[config.mk]
export PLATFORM = sky130hd
export DESIGN_NAME = etm_ctrl
export DESIGN_NICKNAME = d
export VERILOG_FILES = /design/src/rtl/etm_pkg.sv /design/src/rtl/etm_ctrl.sv
export SDC_FILE = /design/constraint.sdc
export NUM_CORES = 1
export LEC_CHECK = 0
export CAP_MARGIN = 15
export CELL_PAD_IN_SITES_DETAIL_PLACEMENT = 0
export CELL_PAD_IN_SITES_GLOBAL_PLACEMENT = 1
export CORE_MARGIN = 2
export CORE_UTILIZATION = 49
export DETAILED_ROUTE_END_ITERATION = 8
export DONT_BUFFER_PORTS = 1
export PLACE_DENSITY = 0.87
export SKIP_LAST_GASP = 1
export SYNTH_ARGS = -nofsm -noshare
export SYNTH_HDL_FRONTEND = slang
export SYNTH_SLANG_ARGS = --single-unit
export TNS_END_PERCENT = 1
[constraint.sdc]
create_clock -name aclk -period 4 [get_ports aclk]
set_input_delay 0.6 -clock aclk [delete_from_list [all_inputs] [get_ports aclk]]
set_output_delay 0.6 -clock aclk [all_outputs]
set_load 0.01 [all_outputs]
[src/rtl/etm_pkg.sv]
package etm_pkg;

    localparam int ACC_W = 136;
    localparam int MPL_W = 66;
    localparam int DIV_W = ACC_W + 64;
    localparam int CNT_W = 7;

    typedef enum logic [3:0] {
        OP_P0  = 4'd0,
        OP_P1  = 4'd1,
        OP_Q0  = 4'd2,
        OP_Q1  = 4'd3,
        OP_R0  = 4'd4,
        OP_R1  = 4'd5,
        OP_X   = 4'd6,
        OP_D0  = 4'd7,
        OP_D1  = 4'd8,
        OP_NUM = 4'd9
    } mul_op_t;

    localparam logic [1:0] ST_OK   = 2'd0;
    localparam logic [1:0] ST_ZERO = 2'd1;
    localparam logic [1:0] ST_NEG  = 2'd2;

    typedef struct packed {
        logic    load_in;
        logic    mul_start;
        mul_op_t mul_op;
        logic    mul_step;
        logic    check;
        logic    div_load;
        logic    div_chk;
        logic    div_step;
        logic    sq_load;
        logic    sq_step;
        logic    out_load;
    } etm_cmd_t;

    typedef struct packed {
        logic last;
        logic d_zero;
        logic sign_bad;
        logic div_ge;
    } etm_stat_t;

endpackage

[src/rtl/etm_ctrl.sv]
module etm_ctrl (
    input  logic              aclk,
    input  logic              aresetn,
    input  logic              s_valid,
    output logic              s_ready,
    output logic              m_valid,
    input  logic              m_ready,
    input  etm_pkg::etm_stat_t stat,
    output etm_pkg::etm_cmd_t  cmd
);
    import etm_pkg::*;

    typedef enum logic [8:0] {
        S_IDLE   = 9'b000000001,
        S_MSTART = 9'b000000010,
        S_MSTEP  = 9'b000000100,
        S_CHECK  = 9'b000001000,
        S_DLOAD  = 9'b000010000,
        S_DCHK   = 9'b000100000,
        S_DSTEP  = 9'b001000000,
        S_SQSTEP = 9'b010000000,
        S_RESULT = 9'b100000000
    } state_t;

    state_t  state_reg, state_next;
    mul_op_t op_reg, op_next;
    logic    out_valid_reg, out_valid_next;

    function automatic mul_op_t next_op(mul_op_t op);
        mul_op_t n;
        case (op)
            OP_P0:   n = OP_P1;
            OP_P1:   n = OP_Q0;
            OP_Q0:   n = OP_Q1;
            OP_Q1:   n = OP_R0;
            OP_R0:   n = OP_R1;
            OP_R1:   n = OP_X;
            OP_X:    n = OP_D0;
            OP_D0:   n = OP_D1;
            default: n = OP_NUM;
        endcase
        return n;
    endfunction

    always_comb begin
        state_next     = state_reg;
        op_next        = op_reg;
        out_valid_next = out_valid_reg;
        cmd            = '0;
        cmd.mul_op     = op_reg;
        if (out_valid_reg && m_ready) begin
            out_valid_next = 1'b0;
        end
        case (state_reg)
            S_IDLE: begin
                if (s_valid) begin
                    cmd.load_in = 1'b1;
                    op_next     = OP_P0;
                    state_next  = S_MSTART;
                end
            end
            S_MSTART: begin
                cmd.mul_start = 1'b1;
                state_next    = S_MSTEP;
            end
            S_MSTEP: begin
                cmd.mul_step = 1'b1;
                if (stat.last) begin
                    if (op_reg == OP_D1) begin
                        state_next = S_CHECK;
                    end else if (op_reg == OP_NUM) begin
                        state_next = S_DLOAD;
                    end else begin
                        op_next    = next_op(op_reg);
                        state_next = S_MSTART;
                    end
                end
            end
            S_CHECK: begin
                cmd.check = 1'b1;
                if (stat.d_zero || stat.sign_bad) begin
                    state_next = S_RESULT;
                end else begin
                    op_next    = OP_NUM;
                    state_next = S_MSTART;
                end
            end
            S_DLOAD: begin
                cmd.div_load = 1'b1;
                state_next   = S_DCHK;
            end
            S_DCHK: begin
                cmd.div_chk = 1'b1;
                state_next  = stat.div_ge ? S_RESULT : S_DSTEP;
            end
            S_DSTEP: begin
                cmd.div_step = 1'b1;
                if (stat.last) begin
                    cmd.sq_load = 1'b1;
                    state_next  = S_SQSTEP;
                end
            end
            S_SQSTEP: begin
                cmd.sq_step = 1'b1;
                if (stat.last) begin
                    state_next = S_RESULT;
                end
            end
            S_RESULT: begin
                if (!out_valid_reg || m_ready) begin
                    cmd.out_load   = 1'b1;
                    out_valid_next = 1'b1;
                    state_next     = S_IDLE;
                end
            end
            default: begin
                state_next = S_IDLE;
            end
        endcase
    end

    always_ff @(posedge aclk) begin
        if (!aresetn) begin
            state_reg     <= S_IDLE;
            op_reg        <= OP_P0;
            out_valid_reg <= 1'b0;
        end else begin
            state_reg     <= state_next;
            op_reg        <= op_next;
            out_valid_reg <= out_valid_next;
        end
    end

    assign s_ready = (state_reg == S_IDLE);
    assign m_valid = out_valid_reg;

endmodule

==> results_dict.tcl, run 1 <==
set metrics [dict create \
    status "finished with violations" \
    violations "DRC" \
    drv_slew 0 \
    viasPerCell 6.40 \
    clk_pin_slew_ps 110 \
    globalplace.congestion 0.855 \
    fillers 247 \
    cp-startpoint "state_reg[0]" \
    synth.most_common_cell "dfxtp_1" \
    ios 24 \
    grt_max_degree 16 \
    fp.coreArea_um2 2410 \
    wl_per_cell_um 16.8 \
    reg2reg_from "state_reg[5]" \
    critPathArrivalTime_ps 1890 \
    numCtsBuffers 3 \
    htreeDepth 1 \
    instances_no_fill 172 \
    synthArstFlopShare 0 \
    setup_ws_ps 1510 \
    area_growth_pct 0.818 \
    synth_cell_types 51 \
    synth_area_leaders "dfxtp_1 29%, o21ai_0 3.7%, nor2_1 3.7%, a21oi_1 3.3%, mux2i_1 3.3%" \
    synth_top_area_share 0.294 \
    syn_area_um2 1220 \
    end_kind "output pin" \
    grtUsageTotal 0.224 \
    cts.repair.resized 0 \
    ys_warn_count 0 \
    dp_cells 169 \
    synth_area_leader_cell "dfxtp_1" \
    final_nets 153 \
    maxCapViolations 0 \
    min_from "aresetn" \
    cts_root_buf "clkbuf_4" \
    synth_common_cells "18 x dfxtp_1, 12 x nor2_1, 9 x o21ai_0, 8 x a21oi_1, 7 x nand2_1" \
    dp_hpwl_um 2160 \
    ant_nets 0 \
    min_period_over_period 0.623 \
    grt-ovfl-total 0 \
    critical_path.max_fanout 15 \
    finalHoldViolCount 0 \
    vias 1101 \
    drt_iter0_drc 41 \
    firstDrtPassIters 7 \
    fmax_mhz 401 \
    drive_above_1_share 0.0915 \
    clockBufferDepth 2 \
    hold_buffers 0 \
    tightest_slew_ps 583 \
    fp.dieW_um 54.0 \
    synth.avg_cell_area_um2 8.32 \
    grt_pass1_wl_um 4790 \
    rsz0062_at_grt "false" \
    port_buffers 0 \
    setup_viol 0 \
    crit_required_ps 3400 \
    ys_ff_latch 18 \
    powerDensity_nw_per_um2 268 \
    yosys_most_used_dff "dfxtp_1" \
    startpoint_type "register" \
    start_util 0.508 \
    antenna_found_initial 0 \
    antenna_cells 0 \
    grt_pass1_vias 1018 \
    synth_edf_count 0 \
    cts_tree "done" \
    slew_headroom 0.608 \
    synth_nets 156 \
    period_needed_ps 2490 \
    dp_slack_ps 1560 \
    vdd.ir_drop.worst_mv 0.192 \
    synthCells 147 \
    totalWireLength_um 2890 \
    fin_skew_ps 10.1 \
    reg2reg_slack_ps 1520 \
    drc 1 \
    ys_seq_area_frac 0.294 \
    row_count 18 \
    clock_insertion_delay_worst_skew_ps 290 \
    cts_setup_buffers 0 \
    criticalPathCategory "reg2out" \
    die_h_um 54.0 \
    power.leakage_nw 0.440 \
    clock_sinks 18 \
    die-area_um2 2910 \
    setup_tns_ps 0 \
    hold_class "in2reg" \
    utilization 0.512 \
]
[logic make-up after synthesis]
group	share of synthesized area
and+or+nand+nor	0.374
AOI/OAI and AO/OA	0.208
DFF	0.294
buffers and inverters	0.0593
muxes	0.0327
xor gates and xnor gates	0.0215
adders and majority gates	0.0102
[through the flow]
stage	power [W]	cell area, µm²	hold WS (ps)
finish	0.000331	1230	390
detailed placement	0.000244	1210	517
global route	0.000345	1230	390
floorplan	0.000238	1220	477
global placement	0.000245	1210	520
CTS	0.000332	1230	390
[where the power goes]
group,switching (W),internal (W)
logic,0.0000297,0.0000201
registers,0.00000926,0.000182
clock network,0.0000552,0.0000350
total,0.0000941,0.000237
[worst max-delay path, stage by stage, from the launching register on]
cell and delay (ps):
dfxtp_1 490, or4_1 630, nor3_1 220, and3_1 270
[metal layers]
metal / global-route usage / up-vias / wire length (µm)
met2: 0.331 / 47 / 1240
met5: 0 / - / 0
met4: 0.0500 / 0 / 15
met1: 0.334 / 505 / 1410
li1: - / 547 / -
met3: 0.0417 / 2 / 221
[layout make-up]
class	instances	area, µm²	area share
inverters	6	22.5	0.0183
clock buffers	3	22.5	0.0183
well taps	30	37.5	0.0304
multi-input cells	115	791	0.641
flip-flops and latches	18	360	0.292
[layout by cell type, fill, tap and decap left out, types with 2 or more instances in the layout]
| cell type | instances |
|---|---|
| o21ai_0 | 9 |
| nor2b_1 | 3 |
| clkbuf_4 | 3 |
| inv_1 | 5 |
| nor3_1 | 3 |
| and2_1 | 3 |
| nor2_1 | 12 |
| o21a_1 | 4 |
| dfxtp_1 | 18 |
| nand2b_1 | 4 |
| nor3_2 | 2 |
| o2111ai_1 | 3 |
| or3_1 | 3 |
| nand3b_1 | 2 |
| a21oi_1 | 8 |
| nor4_1 | 3 |
| nand3_1 | 4 |
| nand4_1 | 6 |
| nor3_4 | 2 |
| xor2_1 | 2 |
| nor3b_1 | 3 |
| mux2i_1 | 4 |
| nand2_1 | 7 |
| and3_1 | 5 |
[worst paths after layout]
check	to	depth (start not counted)
setup / recovery	cmd[4]	3
hold / removal	state_reg[0]	1
setup reg to reg	register	9
hold reg to reg	op_reg[2]	2
(Power assumes the default switching activity.)
==> run 2: changes to the inputs <==
--- a/config.mk
+++ b/config.mk
@@ -9,10 +9,10 @@
 export CELL_PAD_IN_SITES_DETAIL_PLACEMENT = 0
 export CELL_PAD_IN_SITES_GLOBAL_PLACEMENT = 1
 export CORE_MARGIN = 2
-export CORE_UTILIZATION = 49
+export CORE_UTILIZATION = 45
 export DETAILED_ROUTE_END_ITERATION = 8
 export DONT_BUFFER_PORTS = 1
-export PLACE_DENSITY = 0.87
+export PLACE_DENSITY = 0.81
 export SKIP_LAST_GASP = 1
 export SYNTH_ARGS = -nofsm -noshare
 export SYNTH_HDL_FRONTEND = slang
==> constraint.sdc (replaced) <==
create_clock -name aclk -period 2.48 [get_ports aclk]
set_input_delay 0.372 -clock aclk [delete_from_list [all_inputs] [get_ports aclk]]
set_output_delay 0.372 -clock aclk [all_outputs]
set_load 0.01 [all_outputs]
==> run 2 against run 1 <==
Effect of this change:
- the run now ends clean
- design area is 12% higher
- critical path type unchanged
- highest routed layer unchanged
- sequential share of layout area decreased by 2.8 points
- first-iteration DRC count is 100% higher
==> results_dict.tcl, run 2 (same netlist as run 1, synthesis figures left out) <==
set metrics [dict create \
    status "finished clean" \
    rsz0062_at_grt "false" \
    instances_no_fill 188 \
    fp.dieW_um 56.1 \
    numCtsBuffers 3 \
    period_needed_ps 2370 \
    setup_viol 0 \
    layout_common_cells "15 x dfxtp_1, 15 x buf_4, 12 x nor2_1" \
    finalHoldViolCount 0 \
    grtUsageTotal 0.227 \
    grt-ovfl-total 0 \
    critPathArrivalTime_ps 2000 \
    ant_nets 0 \
    grt_busiest_layer "met2" \
    fmax_mhz 422 \
    wl_per_cell_um 18.8 \
    tightest_slew_ps 581 \
    port_buffers 0 \
    die-area_um2 3150 \
    critical_path.max_fanout 8 \
    antenna_found_initial 0 \
    vdd.ir_drop.worst_mv 0.255 \
    totalWireLength_um 3530 \
    antenna_cells 0 \
    hold_buffers 0 \
    dp_hpwl_um 2470 \
    final_nets 168 \
    dp_cells 181 \
    drc 0 \
    cp_slowest_cell "or4_1" \
    end_kind "output pin" \
    area_growth_pct 12.8 \
    grt_max_degree 12 \
    grtUsageMet2 0.336 \
    powerDensity_nw_per_um2 439 \
    met3_usage 0.0349 \
    start_util 0.485 \
    cpPeakStageDelay_ps 550 \
    vias 1205 \
    fp.coreArea_um2 2520 \
    cts_tree "done" \
    htreeDepth 1 \
    globalplace.congestion 0.863 \
    clk_pin_slew_ps 120 \
    firstDrtPassIters 4 \
    row_count 18 \
    slew_headroom 0.609 \
    setup_tns_ps 0 \
    grt_use_met1 0.331 \
    clock_sinks 18 \
    min_period_over_period 0.955 \
    crit_chain "buf_4, or4_1, nor3_1, and3_1" \
    drv_slew 0 \
    clockBufferDepth 2 \
    power.leakage_nw 0.523 \
    startpoint_type "register" \
    hold_class "in2reg" \
    drive_above_1_share 0.209 \
    grt_pass1_vias 1086 \
    drt_iter0_drc 84 \
    viasPerCell 6.41 \
    clock_insertion_delay_worst_skew_ps 320 \
    die_h_um 56.1 \
    maxCapViolations 0 \
    crit_required_ps 2110 \
    cts_root_buf "clkbuf_4" \
    grt_pass1_wl_um 5630 \
    criticalPathCategory "reg2out" \
    fin_skew_ps 7.60 \
    ios 24 \
]
## run 2: cell type report
cell class                      count  area, µm²
Fill cell                         240       1140
Multi-Input combinational cell    115        807
Sequential cell                    18        364
Timing Repair Buffer               15        113
Tap cell                           30       37.5
Clock buffer                        4       36.3
Inverter                            6       22.5
## run 2: per-stage QoR
stage,hold WS [ps],utilization,area [µm²],power (W),worst slack [ps]
floorplan,477,-,1220,0.000384,321
global placement,460,0.516,1300,0.000408,237
detailed placement,457,0.516,1300,0.000407,173
CTS,125,0.530,1340,0.000603,135
global route,129,0.547,1380,0.000632,2.88
finish,126,0.547,1380,0.000606,111
## run 2: worst max-delay path: cells and delay by family (launching register included)
| kind | cells | cell delay [ps] |
|---|---|---|
| buffers and inverters | 1 | 220 |
| flip-flops | 1 | 430 |
| AND/OR/NAND/NOR | 3 | 1030 |
## run 2: final timing paths
path | end | from | depth (start not counted) | slack [ps]
setup / recovery | cmd[4] | state_reg[0] | 4 | 110
hold / removal | state_reg[0] | aresetn | 1 | 130
setup reg to reg | register | state_reg[0] | 9 | 170
hold reg to reg | op_reg[2] | register | 2 | 550
## run 2: timing repair
| action | CTS | global route |
|---|---|---|
| gates resized for setup | 0 | 6 |
| endpoints found under the setup margin | 0 | 1 |
| buffers inserted | 0 | 3 |
## run 2: per-layer routing
| layer | up-vias | share of wire |
|---|---|---|
| met1 | 566 | 0.44 |
| met3 | 3 | 0.082 |
| met5 | - | 0 |
| li1 | 573 | - |
| met2 | 63 | 0.47 |
| met4 | 0 | 0.0099 |
## run 2: power by group
part	leakage, nW	switching (W)	internal [W]	total, W
Clock	0.0210	0.000108	0.0000898	0.000198
Sequential	0.147	0.00000962	0.000293	0.000303
Combinational	0.355	0.0000604	0.0000445	0.000105
==> run 3: changes to the inputs <==
--- a/config.mk
+++ b/config.mk
@@ -8,6 +8,7 @@
 export CAP_MARGIN = 15
 export CELL_PAD_IN_SITES_DETAIL_PLACEMENT = 0
 export CELL_PAD_IN_SITES_GLOBAL_PLACEMENT = 1
+export CORE_ASPECT_RATIO = 1.75
 export CORE_MARGIN = 2
 export CORE_UTILIZATION = 45
 export DETAILED_ROUTE_END_ITERATION = 8
==> run 3 against run 2 <==
Effect of this change:
- via count up 0.58%
- clock power up 6%
- sequential share of layout area down 0.30 points
- worst setup slack better by 49 ps
==> results_dict.tcl, run 3 (same netlist as run 1, synthesis figures left out) <==
set metrics [dict create \
    setup_viol 0 \
    setup_tns_ps 0 \
    globalplace.congestion 0.848 \
    path_buf_inv 0 \
    hold_class "in2reg" \
    layout_commonest_cell "dfxtp_1" \
    die-area_um2 3170 \
    crit_chain "nor3_4, nand2_2, or3_1, o21ai_1, a21oi_1, ha_1, mux2i_1, nand4_1, a21oi_1" \
    antenna_cells 0 \
    numCtsBuffers 3 \
    finalHoldViolCount 0 \
    worstRegToRegCells 9 \
    finalInstanceArea_um2 1390 \
    utilization 0.521 \
    clock_sinks 18 \
    drt_iter0_drc 64 \
    ios 24 \
    crit_required_ps 2670 \
    drc 0 \
    cts_root_buf "clkbuf_8" \
    fp.dieW_um 43.4 \
    critPathArrivalTime_ps 2510 \
    rsz0062_at_grt "false" \
    crit_path_frequent_cell "a21oi_1" \
    seq_area_um2 362 \
    criticalPathCategory "reg2reg" \
    min_period_over_period 0.935 \
    clock_insertion_delay_worst_skew_ps 260 \
    fillers 254 \
    end_kind "register" \
    vias 1212 \
    path_depth 9 \
    grt-ovfl-total 0 \
    cts_tree "done" \
    drv_slew 0 \
    clk_pin_slew_ps 70 \
    fp.coreArea_um2 2660 \
    grt_max_degree 12 \
    whs_path_depth 1 \
    place_area_um2 1320 \
    drive_above_1_share 0.203 \
    power.leakage_nw 0.530 \
    area_growth_pct 13.3 \
    layout_common_cells "17 x dfxtp_1, 16 x buf_4, 12 x nor2_1" \
    slew_headroom 0.609 \
    htreeDepth 1 \
    die_h_um 73.0 \
    firstDrtPassIters 4 \
    fin_skew_ps 2.44 \
    period_needed_ps 2320 \
    antenna_found_initial 0 \
    row_count 25 \
    maxCapViolations 0 \
    tightest_slew_ps 581 \
    wl_per_cell_um 19.2 \
    clockBufferDepth 2 \
    final_nets 169 \
    cpPeakStageDelay_ps 440 \
    multi_input_area_um2 807 \
    powerDensity_nw_per_um2 443 \
    grt_pass1_vias 1193 \
    grt_pass1_wl_um 5720 \
    startpoint_type "register" \
    viasPerCell 6.55 \
    cp_slowest_cell "or3_1" \
    grtUsageTotal 0.243 \
    totalWireLength_um 3550 \
    fmax_mhz 431 \
    crit_family "simple AND/OR/NAND/NOR gates" \
    ant_nets 0 \
    port_buffers 0 \
    dp_hpwl_um 2760 \
    vdd.ir_drop.worst_mv 0.284 \
    start_util 0.460 \
    critical_path.max_fanout 9 \
    status "finished clean" \
]
==> run 3: power by group <==
part           internal, W  switching (W)  total [W]
clock network     0.000108       0.000101   0.000209
registers         0.000293     0.00000852   0.000302
logic            0.0000428      0.0000611   0.000104
total             0.000444       0.000170   0.000615
==> run 3: final timing paths <==
check | from | endpoint | slack, ps
max | state_reg[4] | register | 160
min | aresetn | state_reg[0] | 200
max reg2reg | state_reg[4] | register | 160
min reg2reg | register | register | 530
==> run 3: area by class of cell <==
class,instances,share of cell area
Sequential cell,18,0.261
Clock buffer,3,0.0298
Tap cell,27,0.0244
Timing Repair Buffer,16,0.0866
Multi-Input combinational cell,115,0.582
Inverter,6,0.0162
==> run 3: routing by layer <==
layer	track usage	part of all wire	vias to the layer above
met1	0.240	0.36	595
li1	-	-	575
met5	0	0	-
met2	0.446	0.58	33
met3	0.0495	0.040	9
met4	0.145	0.025	0
==> run 3: timing repair <==
item,4_1_cts,5_1_grt
hold buffers,0,0
setup endpoints to repair,0,1
buffers inserted,0,1
resized for setup,0,5
hold endpoints to repair,0,0
==> run 3: through the flow <==
stage | total power [W] | instances | hold slack (ps) | worst slack, ps
floorplan | 0.000384 | 147 | 477 | 321
global placement | 0.000406 | 181 | 463 | 118
detailed placement | 0.000407 | 181 | 469 | 82.1
CTS | 0.000613 | 184 | 202 | 59.7
global route | 0.000642 | 185 | 193 | 7.24
finish | 0.000615 | 185 | 197 | 160
